<file path="config.mk">
export PLATFORM = sky130hd
export DESIGN_NAME = alpha_over_blend
export DESIGN_NICKNAME = d
export VERILOG_FILES = /design/src/sv/aob_pkg.sv /design/src/sv/alpha_over_blend.sv /design/src/sv/aob_div.sv
export SDC_FILE = /design/constraint.sdc
export NUM_CORES = 2
export LEC_CHECK = 0
export BUFFER_PORTS_ARGS = -buffer_cell sky130_fd_sc_hd__buf_2
export CORE_ASPECT_RATIO = 1.75
export CORE_MARGIN = 1
export CORE_UTILIZATION = 40
export DETAILED_ROUTE_END_ITERATION = 16
export GPL_TIMING_DRIVEN = 0
export PLACE_DENSITY = 0.64
export SYNTH_ARGS = -nofsm -noshare
export SYNTH_HDL_FRONTEND = slang
export SYNTH_SLANG_ARGS = --single-unit
</file>
<file path="constraint.sdc">
create_clock -name clk -period 16.9 [get_ports clk]
set_input_delay 1.69 -clock clk [delete_from_list [all_inputs] [get_ports clk]]
set_output_delay 1.69 -clock clk [all_outputs]
set_load 0.01 [all_outputs]
</file>
<file path="src/sv/aob_pkg.sv">
// ----------------------------------------------------------------------------
// aob_pkg
// Shared widths, constants and types for the alpha-over blend pipeline.
// ----------------------------------------------------------------------------
package aob_pkg;

    localparam int CHAN_W    = 8;
    localparam int PROD_W    = 2 * CHAN_W;   // 8x8 product
    localparam int NUM_W     = 3 * CHAN_W;   // colour numerator, at most 255^3
    localparam int DEN_W     = 2 * CHAN_W;   // 255 * out_a
    localparam int RECIP_W   = 32;

    localparam logic [CHAN_W-1:0] CH_MAX      = 8'd255;
    localparam logic [PROD_W-1:0] CH_MAX_SQ   = 16'd65025;
    // floor(x / 255) == (x * 32897) >> 23 for every x <= 65025
    localparam logic [PROD_W-1:0] RECIP_MUL   = 16'd32897;
    localparam int                RECIP_SHIFT = 23;

    localparam int BITS_PER_STAGE = 2;
    localparam int DIV_STAGES     = CHAN_W / BITS_PER_STAGE;
    localparam int FRONT_STAGES   = 3;
    localparam int LATENCY        = FRONT_STAGES + DIV_STAGES;

    typedef logic [CHAN_W-1:0]  chan_t;
    typedef logic [PROD_W-1:0]  prod_t;
    typedef logic [NUM_W-1:0]   num_t;
    typedef logic [DEN_W-1:0]   den_t;
    typedef logic [RECIP_W-1:0] recip_t;

endpackage

</file>
<file path="src/sv/alpha_over_blend.sv">
// ----------------------------------------------------------------------------
// alpha_over_blend
// Straight-alpha RGBA8 "over" compositing, fully pipelined.
// ----------------------------------------------------------------------------
// Usage:
//   A request is taken on a rising edge with start high and busy low. The
//   new (top) and old (bottom) pixel channels are sampled on that edge.
//   busy stays low: the pipeline takes one request every cycle.
//   Each result appears on out_r/g/b/a for exactly one cycle, marked by done,
//   after its request passes three front stages (channel products, colour
//   numerators and the alpha reciprocal multiply, then alpha and divisor)
//   and four divider stages, two quotient bits each.
//   Throughput is one pixel per clock, set by the fully staged divider.
//   Results leave in request order. The receiver cannot stall, so no result
//   is ever held back. An asynchronous reset clears all valid bits; requests
//   in flight are dropped and done stays low until new requests arrive.
//   Colour quotients above 255 saturate; a zero combined alpha gives zero
//   colour.
// ----------------------------------------------------------------------------
module alpha_over_blend
    import aob_pkg::*;
(
    input  logic  clk,
    input  logic  rst_n,
    input  logic  start,
    output logic  busy,
    input  chan_t new_r,
    input  chan_t new_g,
    input  chan_t new_b,
    input  chan_t new_a,
    input  chan_t old_r,
    input  chan_t old_g,
    input  chan_t old_b,
    input  chan_t old_a,
    output logic  done,
    output chan_t out_r,
    output chan_t out_g,
    output chan_t out_b,
    output chan_t out_a
);

    logic  accept;
    chan_t cn [3];
    chan_t co [3];
    chan_t quot [3];

    // stage 1
    logic  v1_reg;
    prod_t pn_reg [3];
    prod_t po_reg [3];
    chan_t ia_reg;
    prod_t anum_reg;
    // stage 2
    logic   v2_reg;
    num_t   num2_reg [3];
    recip_t recip_reg;
    // stage 3
    logic  v3_reg;
    num_t  num3_reg [3];
    den_t  den_reg;
    chan_t oa3_reg;
    chan_t oa_next;
    // divider delay line
    logic  vd_reg [DIV_STAGES];
    chan_t oad_reg [DIV_STAGES];

    assign busy   = 1'b0;
    assign accept = start && !busy;

    assign cn[0] = new_r;
    assign cn[1] = new_g;
    assign cn[2] = new_b;
    assign co[0] = old_r;
    assign co[1] = old_g;
    assign co[2] = old_b;

    always_ff @(posedge clk or negedge rst_n)
    begin
        if (!rst_n)
        begin
            v1_reg <= 1'b0;
            v2_reg <= 1'b0;
            v3_reg <= 1'b0;
            for (int i = 0; i < DIV_STAGES; i++)
            begin
                vd_reg[i] <= 1'b0;
            end
        end
        else
        begin
            v1_reg    <= accept;
            v2_reg    <= v1_reg;
            v3_reg    <= v2_reg;
            vd_reg[0] <= v3_reg;
            for (int i = 1; i < DIV_STAGES; i++)
            begin
                vd_reg[i] <= vd_reg[i-1];
            end
        end
    end

    assign oa_next = recip_reg[RECIP_SHIFT +: CHAN_W];

    // payload, no reset
    always_ff @(posedge clk)
    begin
        ia_reg   <= CH_MAX - new_a;
        anum_reg <= CH_MAX_SQ - prod_t'(CH_MAX - old_a) * prod_t'(CH_MAX - new_a);
        for (int c = 0; c < 3; c++)
        begin
            pn_reg[c] <= prod_t'(cn[c]) * prod_t'(new_a);
            po_reg[c] <= prod_t'(co[c]) * prod_t'(old_a);
        end

        recip_reg <= recip_t'(anum_reg) * recip_t'(RECIP_MUL);
        for (int c = 0; c < 3; c++)
        begin
            // cn*an*255 + co*ao*(255-an)
            num2_reg[c] <= (num_t'({pn_reg[c], 8'b0}) - num_t'(pn_reg[c]))
                           + num_t'(po_reg[c]) * num_t'(ia_reg);
        end

        oa3_reg <= oa_next;
        den_reg <= {oa_next, 8'b0} - den_t'(oa_next);
        for (int c = 0; c < 3; c++)
        begin
            num3_reg[c] <= num2_reg[c];
        end

        oad_reg[0] <= oa3_reg;
        for (int i = 1; i < DIV_STAGES; i++)
        begin
            oad_reg[i] <= oad_reg[i-1];
        end
    end

    for (genvar c = 0; c < 3; c++)
    begin : g_chan
        aob_div u_div (
            .clk  (clk),
            .num  (num3_reg[c]),
            .den  (den_reg),
            .quot (quot[c])
        );
    end

    assign done  = vd_reg[DIV_STAGES-1];
    assign out_a = oad_reg[DIV_STAGES-1];
    assign out_r = (out_a == '0) ? '0 : quot[0];
    assign out_g = (out_a == '0) ? '0 : quot[1];
    assign out_b = (out_a == '0) ? '0 : quot[2];

endmodule

</file>
<file path="src/sv/aob_div.sv">
// ----------------------------------------------------------------------------
// aob_div
// Pipelined restoring divider, two quotient bits per stage, saturating at 255.
// ----------------------------------------------------------------------------
module aob_div
    import aob_pkg::*;
(
    input  logic  clk,
    input  num_t  num,
    input  den_t  den,
    output chan_t quot
);

    num_t  rem_reg [DIV_STAGES-1];
    den_t  den_reg [DIV_STAGES-1];
    chan_t q_reg   [DIV_STAGES];
    logic  sat_reg [DIV_STAGES];

    for (genvar s = 0; s < DIV_STAGES; s++)
    begin : g_stage
        num_t  rem_in;
        den_t  den_in;
        chan_t q_in;
        logic  sat_in;
        num_t  rem_next;
        chan_t q_next;

        if (s == 0)
        begin : g_first
            assign rem_in = num;
            assign den_in = den;
            assign q_in   = '0;
            // quotient of 256 or more saturates
            assign sat_in = (num >= {den, 8'b0});
        end
        else
        begin : g_rest
            assign rem_in = rem_reg[s-1];
            assign den_in = den_reg[s-1];
            assign q_in   = q_reg[s-1];
            assign sat_in = sat_reg[s-1];
        end

        always_comb
        begin
            num_t       trial;
            logic [2:0] bit_pos;
            rem_next = rem_in;
            q_next   = q_in;
            for (int j = 0; j < BITS_PER_STAGE; j++)
            begin
                bit_pos = 3'(CHAN_W - 1 - s * BITS_PER_STAGE - j);
                trial   = {8'b0, den_in} << bit_pos;
                if (rem_next >= trial)
                begin
                    rem_next        = rem_next - trial;
                    q_next[bit_pos] = 1'b1;
                end
            end
        end

        always_ff @(posedge clk)
        begin
            q_reg[s]   <= q_next;
            sat_reg[s] <= sat_in;
        end

        if (s < DIV_STAGES - 1)
        begin : g_carry
            always_ff @(posedge clk)
            begin
                rem_reg[s] <= rem_next;
                den_reg[s] <= den_in;
            end
        end
    end

    assign quot = sat_reg[DIV_STAGES-1] ? CH_MAX : q_reg[DIV_STAGES-1];

endmodule

</file>
==> summary.md <==
| Metric | Value |
|---|---|
| Core Rows | 198 |
| Area grow syn2layout | 8.521% |
| Nets@finish | 9205 |
| Clk_lat worst skew | 0.70 ns |
| Slew @ Worst Pin | 1.168 ns |
| CP Max Fanout | 10 |
| Post-Synth Adder-Cell Area | 35.87% |
| Post-synth EDFFs | 0 |
| Area contributors post-synth | dfxtp_1 (20%), fa_1 (18%), ha_1 (17%) |
| Global route total overflow | 0 |
| Tmin final | 7.513 ns |
| Hold WS | 0.3107 ns |
| Setup Viol. Count Final | 0 |
| Die area | 168600 µm² |
| Post-Place Cells | 9723 |
| Hold Path End | num3_reg[0][0]$_DFF_P_ |
| Post-synthesis sequential area ratio | 20.05% |
| GRT Overall Usage | 22.37% |
| Fin cells | 9849 |
| Most common cell in the netlist | inv_1 |
| Via Count | 51.78k |
| Routability congestion estimate | 0.9641 |
| Drt drc | 0 |
| RSZ-0062 raised after global routing | false |
| Number of setup buffers added after CTS | 0 |
| TNS Setup | 0 ns |
| Max_cap viols | 0 |
| Largest family of logic cells by synthesized area | adder cells |
| XOR/XNOR Fraction of Synth Area | 5.785% |
| CP Cell Sequence | inv_1 > ha_1 > nand4_1 > or4_1 > a211oi_1 > a211oi_2 > o21ai_1 > clkbuf_1 > mux2_2 > ha_1 > a21o_1 > a21o_1 > a21oi_1 > o21ai_0 > a211oi_1 > o21ai_0 > or2_1 > or3_1 > buf_4 > buf_4 > mux2_1 |
| Yosys reg bits | 667 |
| Fillcell total | 16.36k |
| Hold depth | 0 |
| Min-delay worst type | reg -> reg |
| Worst EP required | 17.47 ns |
| Initial Utilization | 40.22% |
| Wire length of the first global-routing pass | 295000 µm |
| Crit path DAT | 8.08 ns |
| Post-route ant nets | 0 |
| Share of cells above drive strength 1 | 6.185% |
| Fmax achieved | 133.1 MHz |
| Post-Route WL | 189400 µm |
| Vias per inst | 5.258 |
| DIE HEIGHT | 542.5 µm |
| Yosys cell types | 98 |
| Synth Instances | 7427 |
| Main synth FF type | dfxtp_1 |
| Clk pin slew, worst setup/hold paths | 0.07 ns |
| Crit. End Element | flop |
| Initial antenna violation count | 8 |
| Max reg flops | 216 |
| FF+latch area | 13390 µm² |
| Die W | 310.8 µm |
| Crit path launch type | flop |
| Mapped Area | 66760 µm² |
| CTS buffer count | 68 |
| Crit Path Class | reg -> reg |
| Worst r2r dst | g_chan[1].u_div.rem_reg[0][42]$_DFF_P_ |
| Synth warn | 0 |
| CTS tree | done |
| R2r startpoint | g_chan[1].u_div.den_reg[0][10]$_DFF_P_ |
| Worst Hold Launch | num2_reg[0][0]$_DFF_P_ |
| Clk_skew | 0.02449 ns |
| Post-synth net total | 9039 |
| Slew margin rel. | 21.29% |
| Final Max Slew Viols | 0 |
| Dpl hpwl | 160400 µm |
| Cts hold-fix bufs | 0 |
| Leading area contributor after synthesis | dfxtp_1 |
| Post-synthesis mux area share | 3.534% |
| Synth top area share | 19.79% |
| R2r worst-path depth | 21 |
| Avg Cell Area, Syn | 8.989 µm² |
| Crit share post-route | 44.46% |
| Deepest clock path buffer count | 3 |
| Max incr delay on CP | 0.64 ns |
| Top cells by count, synth | inv_1 (984), ha_1 (930), dfxtp_1 (660), nand2_1 (650), fa_1 (615) |
| Clock sink count | 667 |
| Core ar. | 166000 µm² |
| Critical path's slowest cell | or4_1 |
| Final Hold Violating Endpoints | 0 |
| Drt first pass iters | 9 |
| Async SR Flop Fraction | 1.049% |
| Result of the run | finished, final reports clean |
| Port Buffers | 96 |
| Synth Area in Simple Gates | 15.69% |
| Initial DRC count | 2218 |
| Worst R2R Setup Slack | 9.39 ns |
| Routed len/inst | 19.23 µm |
| H-tree depth | 3 |
| CTS root buf | clkbuf_16 |
| Largest net degree at the start of global routing | 19 |
| Io pins | 101 |
| Number of global-route vias before repair | 54.80k |
| Post-synthesis compound-gate area fraction | 12.50% |
| Multi-input gate area | 49000 µm² |
| Post-cts sizing count | 0 |
[routing by layer]
layer,part of all wire (%),vias up,track usage (%)
met2,53,1253,43.12
met4,10,8,20.82
met1,33,24770,20.26
li1,-,25160,-
met5,0.022,-,0
met3,3.0,593,2.298
[cell usage in the layout, fill, tap and decap left out, drive strengths merged, types with 92 or more instances in the layout]
master  netlist  routed
clkbuf      140     219
mux2        179     179
buf          24     120
dfxtp       660     660
fa          615     615
nor2b        92      92
inv         987    1004
o21a        101     101
o21ai       319     319
nor3        118     118
nand2       651     651
xnor2       327     327
a21oi       373     373
and2        423     423
nand3        94      94
xor2        114     114
nor2        403     403
a21o        169     169
ha          930     930
[kinds of logic after synthesis]
| group | count (synthesis) |
|---|---|
| AO/OA/AOI/OAI | 1306 |
| XOR/XNOR | 441 |
| flip-flops | 667 |
| AND/OR/NAND/NOR | 2106 |
| buffers and inverters | 1151 |
| adder cells (fa/ha/maj) | 1545 |
| other | 1 |
| multiplexers | 210 |
[critical path, delay by kind of cell (launching register included)]
family                     cells  cell delay (ns)
adders and majority gates      2             0.90
and+or+nand+nor                4             1.57
DFF                            1             0.36
muxes                          2             0.75
buffers and inverters          4             1.27
AOI/OAI and AO/OA              9             2.50
[layout make-up]
cell class              count  area share, %
multi-input cells        5609          67.63
clock inverters            45         0.9222
well taps                2200          3.799
clock buffers              79          2.461
diodes                      2       0.006908
repair buffers             96         0.6631
plain buffers             164         0.9273
inverters                 987          5.113
flip-flops and latches    667          18.48
[stage by stage]
| step | utilization, % | setup slack [ns] | area [µm²] |
|---|---|---|---|
| 2_1_floorplan | - | 10.74 | 66760 |
| 3_3_place_gp | 42.17 | 9.614 | 70000 |
| 3_5_place_dp | 42.17 | 9.504 | 70000 |
| 4_1_cts | 43.65 | 9.481 | 72450 |
| 5_1_grt | 43.65 | 9.023 | 72450 |
| 6_report | 43.65 | 9.387 | 72450 |
[how the worst max path moves through the flow]
| stage | start | to |
|---|---|---|
| after floorplan | new_a[2] | anum_reg[15]$_DFF_P_ |
| after global placement | old_a[7] | anum_reg[15]$_DFF_P_ |
| after detailed placement | ia_reg[7]$_DFF_P_ | num2_reg[0][71]$_DFF_P_ |
| after CTS | g_chan[1].u_div.den_reg[0][10]$_DFF_P_ | g_chan[1].u_div.rem_reg[0][42]$_DFF_P_ |
| after global routing | g_chan[1].u_div.den_reg[0][8]$_DFF_P_ | g_chan[0].u_div.rem_reg[0][32]$_DFF_P_ |
| final | g_chan[1].u_div.den_reg[0][10]$_DFF_P_ | g_chan[1].u_div.rem_reg[0][42]$_DFF_P_ |
Power is not shown: default switching activity piles up to over one toggle a cycle in this logic, so the estimate is an artifact.
